==> config.mk <==
export PLATFORM = sky130hd
export DESIGN_NAME = psx_controller_poll_master_unit
export DESIGN_NICKNAME = d
export VERILOG_FILES = /design/src/rtl/psx_pm_pkg.sv /design/src/rtl/psx_pm_engine.sv /design/src/rtl/psx_controller_poll_master_unit.sv
export VERILOG_INCLUDE_DIRS = /design/src /design/src/rtl
export SDC_FILE = /design/constraint.sdc
export NUM_CORES = 1
export LEC_CHECK = 0
export BUFFER_PORTS_ARGS = -buffer_cell sky130_fd_sc_hd__buf_2
export CAP_MARGIN = 10
export CORE_MARGIN = 4
export CORE_UTILIZATION = 57
export CTS_BUF_LIST = sky130_fd_sc_hd__clkbuf_8 sky130_fd_sc_hd__clkbuf_16
export CTS_CLUSTER_DIAMETER = 50
export DETAILED_ROUTE_END_ITERATION = 6
export GPL_ROUTABILITY_DRIVEN = 0
export HOLD_SLACK_MARGIN = 0.05
export PLACE_DENSITY = 0.82
export SLEW_MARGIN = 20
export SYNTH_ARGS = -nofsm -noshare
export SYNTH_HDL_FRONTEND = slang
export SYNTH_SLANG_ARGS = --single-unit
==> constraint.sdc <==
create_clock -name i_clk -period 2.9 [get_ports i_clk]
set_input_delay 0.145 -clock i_clk [delete_from_list [all_inputs] [get_ports i_clk]]
set_output_delay 0.145 -clock i_clk [all_outputs]
set_load 0.02 [all_outputs]
==> src/rtl/psx_controller_poll_master_unit_macros.svh <==
// Assertion macros shared by the controller poll master RTL.
`ifndef PSX_CONTROLLER_POLL_MASTER_UNIT_MACROS_SVH
`define PSX_CONTROLLER_POLL_MASTER_UNIT_MACROS_SVH

// Checks that a condition implies a consequence in the same cycle.
`define PSX_ASSERT_SAME(label, clk, rst_n, cond, cons, msg) \
    label: assert property (@(posedge clk) disable iff (!rst_n) (cond) |-> (cons)) \
        else $error(msg);

// Checks that a condition implies a consequence in the next cycle.
`define PSX_ASSERT_NEXT(label, clk, rst_n, cond, cons, msg) \
    label: assert property (@(posedge clk) disable iff (!rst_n) (cond) |=> (cons)) \
        else $error(msg);

`endif

==> src/rtl/psx_pm_pkg.sv <==
// Shared types, constants and helper functions of the controller poll master.
package psx_pm_pkg;

    // Number of bytes in one poll exchange and the index of the last one.
    localparam int POLL_BYTES = 5;
    localparam logic [2:0] LAST_BYTE = 3'(POLL_BYTES - 1);
    // Byte whose reply carries the first button group.
    localparam logic [2:0] FIRST_REPLY_BYTE = 3'd3;
    // Reset value of the inter-byte delay register.
    localparam logic [7:0] DELAY_RESET = 8'd10;

    // One result word as produced for each tick.
    typedef struct packed {
        logic       att;
        logic       clk;
        logic       cmd;
        logic       done;
        logic [9:0] buttons;
        logic [3:0] dpad;
    } t_result;

    // Command byte sent in each slot of the exchange.
    function automatic logic [7:0] poll_cmd(input logic [2:0] byte_num);
        logic [7:0] cmd_byte;
        case (byte_num)
            3'd0:    cmd_byte = 8'h01;
            3'd1:    cmd_byte = 8'h42;
            default: cmd_byte = 8'h00;
        endcase
        return cmd_byte;
    endfunction

    // Inverts and remaps the two button replies: buttons in bits 0-9, dpad in 10-13.
    function automatic logic [13:0] decode_buttons(input logic [7:0] a1,
                                                   input logic [7:0] a2);
        logic [13:0] btn;
        btn[0]  = ~a2[6];
        btn[1]  = ~a2[5];
        btn[2]  = ~a2[7];
        btn[3]  = ~a2[4];
        btn[4]  = ~a2[2];
        btn[5]  = ~a2[3];
        btn[6]  = ~a2[0];
        btn[7]  = ~a2[1];
        btn[8]  = ~a1[0];
        btn[9]  = ~a1[3];
        btn[10] = ~a1[4];
        btn[11] = ~a1[5];
        btn[12] = ~a1[6];
        btn[13] = ~a1[7];
        return btn;
    endfunction

endpackage

==> src/rtl/psx_pm_engine.sv <==
// Poll sequencer: protocol state, delay register and per-tick result logic.
`include "psx_controller_poll_master_unit_macros.svh"

module psx_pm_engine (
    input  logic                i_clk,
    input  logic                i_rst_n,
    input  logic                i_cfg_we,
    input  logic [7:0]          i_cfg_wdata,
    input  logic                i_step,
    input  logic                i_start,
    input  logic                i_data,
    output psx_pm_pkg::t_result o_res
);

    typedef enum logic [2:0] {
        PH_IDLE  = 3'd0,
        PH_DELAY = 3'd1,
        PH_BIT   = 3'd2
    } t_phase;

    logic [7:0]  r_delay;
    t_phase      r_phase, n_phase;
    logic [2:0]  r_byte, n_byte;
    logic [2:0]  r_bit, n_bit;
    logic [7:0]  r_tick, n_tick;
    logic [7:0]  r_tx, n_tx;
    logic [7:0]  r_rx, n_rx;
    logic [7:0]  r_first, n_first;
    logic [13:0] r_held, n_held;

    logic       w_begin;
    logic [2:0] w_begin_byte;
    logic [7:0] w_tick_inc;
    logic [7:0] w_rx_shift;
    logic [2:0] w_bit_inc;
    logic       w_att, w_clk, w_cmd, w_done;

    assign w_tick_inc = r_tick + 8'd1;
    assign w_rx_shift = {i_data, r_rx[7:1]};
    assign w_bit_inc  = r_bit + 3'd1;

    // Next state and line levels for the current tick.
    always_comb begin
        n_phase      = r_phase;
        n_byte       = r_byte;
        n_bit        = r_bit;
        n_tick       = r_tick;
        n_tx         = r_tx;
        n_rx         = r_rx;
        n_first      = r_first;
        n_held       = r_held;
        w_att        = 1'b1;
        w_clk        = 1'b1;
        w_cmd        = 1'b0;
        w_done       = 1'b0;
        w_begin      = 1'b0;
        w_begin_byte = 3'd0;
        unique case (r_phase)
            PH_DELAY: begin
                w_att = 1'b0;
                if (w_tick_inc >= r_delay) begin
                    n_phase = PH_BIT;
                    n_tick  = 8'd0;
                end else begin
                    n_tick = w_tick_inc;
                end
            end
            PH_BIT: begin
                w_att = 1'b0;
                w_clk = r_tick[1];
                w_cmd = r_tx[0];
                if (r_tick[1:0] == 2'd3) begin
                    n_rx   = w_rx_shift;
                    n_tx   = {1'b0, r_tx[7:1]};
                    n_bit  = w_bit_inc;
                    n_tick = 8'd0;
                    if (w_bit_inc == 3'd0) begin
                        if (r_byte == psx_pm_pkg::FIRST_REPLY_BYTE) begin
                            n_first = w_rx_shift;
                        end
                        if (r_byte >= psx_pm_pkg::LAST_BYTE) begin
                            n_held  = psx_pm_pkg::decode_buttons(r_first, w_rx_shift);
                            w_done  = 1'b1;
                            n_phase = PH_IDLE;
                            n_byte  = 3'd0;
                        end else begin
                            w_begin      = 1'b1;
                            w_begin_byte = r_byte + 3'd1;
                        end
                    end
                end else begin
                    n_tick = {6'd0, r_tick[1:0] + 2'd1};
                end
            end
            default: begin
                // Idle, and any code without meaning behaves as idle.
                n_phase = PH_IDLE;
                if (i_start) begin
                    w_att        = 1'b0;
                    w_begin      = 1'b1;
                    w_begin_byte = 3'd0;
                end
            end
        endcase

        // Load the next command byte and start its delay or its first bit.
        if (w_begin) begin
            n_byte  = w_begin_byte;
            n_tx    = psx_pm_pkg::poll_cmd(w_begin_byte);
            n_rx    = 8'd0;
            n_bit   = 3'd0;
            n_tick  = 8'd0;
            n_phase = (r_delay == 8'd0) ? PH_BIT : PH_DELAY;
        end
    end

    assign o_res.att     = w_att;
    assign o_res.clk     = w_clk;
    assign o_res.cmd     = w_cmd;
    assign o_res.done    = w_done;
    assign o_res.buttons = n_held[9:0];
    assign o_res.dpad    = n_held[13:10];

    // Delay register, written from the configuration port.
    always_ff @(posedge i_clk) begin
        if (!i_rst_n) begin
            r_delay <= psx_pm_pkg::DELAY_RESET;
        end else if (i_cfg_we) begin
            r_delay <= i_cfg_wdata;
        end
    end

    // Protocol state advances once for each tick word taken.
    always_ff @(posedge i_clk) begin
        if (!i_rst_n) begin
            r_phase <= PH_IDLE;
            r_byte  <= 3'd0;
            r_bit   <= 3'd0;
            r_tick  <= 8'd0;
            r_tx    <= 8'd0;
            r_rx    <= 8'd0;
            r_first <= 8'hFF;
            r_held  <= 14'd0;
        end else if (i_step) begin
            r_phase <= n_phase;
            r_byte  <= n_byte;
            r_bit   <= n_bit;
            r_tick  <= n_tick;
            r_tx    <= n_tx;
            r_rx    <= n_rx;
            r_first <= n_first;
            r_held  <= n_held;
        end
    end

    // The state only moves when a tick word is processed.
    `PSX_ASSERT_NEXT(a_hold_without_step, i_clk, i_rst_n, !i_step,
        $stable(r_phase) && $stable(r_byte) && $stable(r_tick), "state moved without a tick")
    // A finished poll leaves the sequencer idle at the first byte.
    `PSX_ASSERT_NEXT(a_done_to_idle, i_clk, i_rst_n, i_step && w_done,
        r_phase == PH_IDLE && r_byte == 3'd0, "poll did not return to idle")
    // Within a bit the tick counter only walks the four bit ticks.
    `PSX_ASSERT_SAME(a_bit_tick_range, i_clk, i_rst_n, r_phase == PH_BIT,
        r_tick < 8'd4, "bit tick counter out of range")
    // Attention is low whenever the serial clock is driven low.
    `PSX_ASSERT_SAME(a_clock_under_att, i_clk, i_rst_n, !w_clk,
        !w_att, "clock low while attention high")

endmodule

==> src/rtl/psx_controller_poll_master_unit.sv <==
// Top level of the controller poll master: tick stream in, line levels out.
//
// Each word on the slave channel is one 1-microsecond tick: bit 0 requests a
// poll, bit 1 is the sampled controller data line. For every word taken, one
// word leaves on the master channel with the attention, clock and command
// levels for that tick and the buttons of the last completed poll; tlast
// marks the tick on which a poll finishes.
// A word is taken in every cycle while the output side keeps up. The result
// word passes through one input register and then one result register before
// it is presented. The sequencer updates its state in a single pass between
// those two registers.
// If the receiver stalls, the result register holds its word and the input
// register takes one more word, then tready drops until the result leaves.
// The user must write the delay register through i_cfg_we/i_cfg_wdata only
// while idle; the block does not enforce this. Reset empties both registers,
// clears the sequencer and held buttons and sets the delay to ten ticks.
module psx_controller_poll_master_unit (
    input  logic        i_clk,
    input  logic        i_rst_n,
    input  logic        i_cfg_we,
    input  logic [7:0]  i_cfg_wdata,
    input  logic        s_axis_tvalid,
    output logic        s_axis_tready,
    // Fields from bit 0: start_req, data_level, zero fill.
    input  logic [7:0]  s_axis_tdata,
    output logic        m_axis_tvalid,
    input  logic        m_axis_tready,
    // Fields from bit 0: attention_level, clock_level, command_level,
    // buttons[9:0], dpad[3:0], zero fill.
    output logic [23:0] m_axis_tdata,
    // done_res: high on the tick that completes a poll.
    output logic        m_axis_tlast
);

    logic                r_in_valid;
    logic                r_in_start;
    logic                r_in_data;
    logic                r_out_valid;
    psx_pm_pkg::t_result r_out;
    psx_pm_pkg::t_result w_res;
    logic                w_fire;

    // A held tick moves on when the result register is free or draining.
    assign w_fire        = r_in_valid && (!r_out_valid || m_axis_tready);
    assign s_axis_tready = !r_in_valid || w_fire;

    psx_pm_engine u_engine (
        .i_clk       (i_clk),
        .i_rst_n     (i_rst_n),
        .i_cfg_we    (i_cfg_we),
        .i_cfg_wdata (i_cfg_wdata),
        .i_step      (w_fire),
        .i_start     (r_in_start),
        .i_data      (r_in_data),
        .o_res       (w_res)
    );

    // Valid flags of the input and result registers.
    always_ff @(posedge i_clk) begin
        if (!i_rst_n) begin
            r_in_valid  <= 1'b0;
            r_out_valid <= 1'b0;
        end else begin
            if (s_axis_tready) begin
                r_in_valid <= s_axis_tvalid;
            end
            if (w_fire) begin
                r_out_valid <= 1'b1;
            end else if (m_axis_tready) begin
                r_out_valid <= 1'b0;
            end
        end
    end

    // Payload of the input and result registers.
    always_ff @(posedge i_clk) begin
        if (s_axis_tvalid && s_axis_tready) begin
            r_in_start <= s_axis_tdata[0];
            r_in_data  <= s_axis_tdata[1];
        end
        if (w_fire) begin
            r_out <= w_res;
        end
    end

    assign m_axis_tvalid = r_out_valid;
    assign m_axis_tdata  = {7'd0, r_out.dpad, r_out.buttons, r_out.cmd, r_out.clk, r_out.att};
    assign m_axis_tlast  = r_out.done;

endmodule
==> run summary <==
The core area came out at 6030 µm². The synthesized instance count is 377. The detailed router finished its first iteration with 205 violations. The setup slack after layout came out at 360 ps.

The number of instances resized during post-cts repair came out at 0. In this run the cell area of the synthesized design comes to 3600 µm². The largest net degree at the start of global routing came out at 41.

The layout has 474 filler cells. The summed negative setup slack over all endpoints is 0 ps. The number of flops mapped to enable cells by yosys is 20.

The fraction of synthesized cell area taken by the top area cell type is 33.4%. The static power due to leakage is 1.68 nW. The worst hold path passes through 3 cells.

IR analysis of the VDD net gives a maximum drop of 0.444 mV. In this run the power density over the cells is 565 nW/µm². The launching element type of the critical path is a flip-flop. After floorplanning, the core was divided into 28 placement rows. The sequential cell area in the final layout came out at 1800 µm². The ratio of routed vias to standard cells came out at 5.60. The share of synthesized area occupied by flip-flops and latches is 50.1%. The source of the worst hold timing path is i_cfg_wdata[4]. For this run, the leading register cell type out of synthesis is dfxtp_1. The share of async-settable or async-resettable flops after synthesis came out at 0%. In this run the critical register-to-register path is launched from u_engine.r_tick[0].

The area occupied by multi-input gates came out at 1620 µm². In this run the horizontal extent of the chip is 87.5 µm. The clock period minus final worst setup slack came out at 2540 ps. Ranked by instance count, the synthesized netlist is headed by nand2_1, dfxtp_1, nor2_1.

The mean instance size in the synthesized netlist is 9.55 µm². Counting every sink on the clock net gives 80. The floorplan step set the die height to 87.5 µm. The data arrival at the endpoint of the critical path came out at 2800 ps. The distinct cell type count after synthesis is 57. The first-pass iteration count of the detailed router is 4. The total CTS buffers came out at 9. The number of cells on the worst reg-to-reg path is 10.

The setup clock skew after layout came out at 11.0 ps. The post-detailed-route wirelength per cell is 14.6 µm. The min-delay analysis places its worst path in the category input port to flip-flop. The total half-perimeter wirelength after legalization and detailed placement is 4780 µm. For this run, design rule violations remaining after detail routing come to 0.

The largest buffer count on any clock path is 2. The number of nets in the layout came out at 455. The count of endpoints failing hold in the final timing report was 0. The worst setup slack before clock tree synthesis is 442 ps. By area the synthesized netlist is led by dfxtp_1, edfxtp_1, nand2_1.

The wire length of the first global-routing pass came out at 12,200 µm. Once detail routing completed, the nets flagged for antenna violations numbered 0. The setup check on the worst reg-to-reg path leaves a slack of 360 ps. The number of hold buffers added after CTS is 10. By instance count, the leading cell after synthesis is nand2_1. The largest fanout on the critical path is 6. In this run the clock root is driven by a clkbuf_8. The endpoint identified for the worst register-to-register timing path is u_engine.r_tick[7].

Clock-pin slew was measured on the worst setup and hold paths at 90 ps. The number of antenna violations at the first check in global routing came out at 0. The achievable clock frequency is 0.394 GHz. The repair_antennas step left the layout with diodes totalling 0. Dividing the final minimum period by the clock period gives 87.6%. Summed over all instances, the cell type with the most area after synthesis is dfxtp_1. The most critical setup path has its startpoint at u_engine.r_tick[0]. The worst hold path terminates at u_engine.r_delay[4]. The I/O pin total came out at 48. The maximum level of the CTS H-tree is 3. The clock latency of the later-clocked register in the worst-skew pair came out at 350 ps.

The number of global-route vias before repair came to 2,722. The setup path with the least slack is of type flip-flop to flip-flop. The total routing usage reported by global routing is 20.3%.

Setup repair after global routing left no endpoint under its margin. The total count of max-transition violations in the final report was 0. The element type at the critical path end is a flip-flop.

The total length of routed wires came out at 7260 µm. The number of warning messages in the yosys log is 0. The flow ran to the end, and the final reports show no timing, DRC or antenna violations. The buffer count from post-CTS setup fixing is 0. The quantity of I/O buffers inserted on ports came out at 34. The fraction of final layout cells sized beyond drive strength 1 came out at 17.3%. The synthesized flop and latch total is 80. The critical path required time is 3160 ps. The number of maximum-capacitance violations came out at 0. The CTS tree is yes. Setup violations remaining at the end of the flow were counted as 0. The total die area came out at 7650 µm². The starting utilization of the core area came out at 59.7%. The area added between synthesis and finish is 14.4%.

The total congestion overflow after global routing came out at 0. The routed layout has 2,791 vias.
## layout make-up
cell class,count,share of cell area [%]
multi-input cells,260,39.2
repair buffers,49,7.47
clock inverters,7,2.64
inverters,18,1.64
clock buffers,9,3.01
well taps,75,2.28
flip-flops and latches,80,43.7
## how the worst max path moves through the flow
stage | end | slack, ps
6_report | u_engine.r_tick[7] | 360
5_1_grt | u_engine.r_tick[7] | 190
4_1_cts | u_engine.r_phase[0] | 410
3_5_place_dp | u_engine.r_phase[0] | 440
3_3_place_gp | u_engine.r_phase[0] | 500
2_1_floorplan | u_engine.r_tick[7] | 580
## placed cells by master (no fill, tap or decap), types with 2 or more instances in the layout
cell type       n
a21oi_1        22
a22oi_1        13
and2_1          3
and3_1          2
buf_2          34
buf_4           5
bufinv_16       2
clkbuf_8        9
conb_1          7
dfxtp_1        60
dlygate4sd3_1  10
edfxtp_1       20
ha_1           16
inv_1          16
inv_2           2
inv_6           2
inv_8           2
mux2i_1        14
nand2_1        71
nand2b_1        2
nand3_1         5
nand3_2         3
nand4_1         4
nor2_1         30
nor4_1          3
o211ai_1        4
o21ai_0         3
o21ai_1        15
o22ai_1         6
o31ai_1         2
o32ai_1         2
xnor2_1         2
xor2_1          4
## critical path: stages (launching register included)
cell,delay (ps)
dfxtp_1,450
ha_1,210
nand3_1,120
nor2_1,160
xor2_1,220
ha_1,300
a41o_1,250
a21oi_1,120
o31a_2,220
nand3_2,160
o32ai_2,240
## power breakdown
part / switching (W) / internal (W)
logic: 0.000128 / 0.0000684
registers: 0.0000165 / 0.00117
clock network: 0.000441 / 0.000505
total: 0.000585 / 0.00174
## through the flow
step | utilization, % | cell area, µm² | std cells | total power [W] | hold WS, ps
4_1_cts | 68.4 | 4120 | 498 | 0.00234 | 51.0
3_3_place_gp | 62.8 | 3790 | 472 | 0.00139 | 324
6_report | 68.4 | 4120 | 498 | 0.00233 | 60.0
2_1_floorplan | - | 3620 | 383 | 0.00135 | 244
5_1_grt | 68.4 | 4120 | 498 | 0.00241 | 91.7
3_5_place_dp | 62.8 | 3790 | 472 | 0.00140 | 323
## sequential cells by signal, indices dropped and copies added, names as in the netlist
| signal | flops |
|---|---|
| m_axis_tlast | 1 |
| u_engine.r_first | 6 |
| u_engine.r_delay | 8 |
| r_in_data | 1 |
| u_engine.r_byte | 3 |
| r_in_valid | 1 |
| m_axis_tdata | 17 |
| u_engine.r_bit | 3 |
| m_axis_tvalid | 1 |
| u_engine.r_tx | 7 |
| u_engine.r_rx | 7 |
| r_in_start | 1 |
| u_engine.r_held | 14 |
| u_engine.r_phase | 2 |
| u_engine.r_tick | 8 |
## logic make-up (layout without fill, tap and decap cells)
group	Yosys count	after routing	share of synthesized area, %
adder cells (fa/ha/maj)	16	16	5.56
AO/OA/AOI/OAI	83	83	15.7
buffers and inverters	43	83	5.70
AND/OR/NAND/NOR	134	134	17.5
XOR/XNOR	6	6	1.46
other	1	7	0.104
multiplexers	14	14	3.89
flip-flops	80	80	50.1
## per-layer routing
| metal | GRT usage (%) | routed length [µm] | vias up |
|---|---|---|---|
| met5 | 0 | 0 | - |
| met4 | 6.42 | 68 | 0 |
| met3 | 3.97 | 353 | 8 |
| met2 | 34.9 | 3540 | 83 |
| met1 | 25.5 | 3300 | 1311 |
| li1 | - | - | 1389 |
Power figures use the tool's default switching activity.
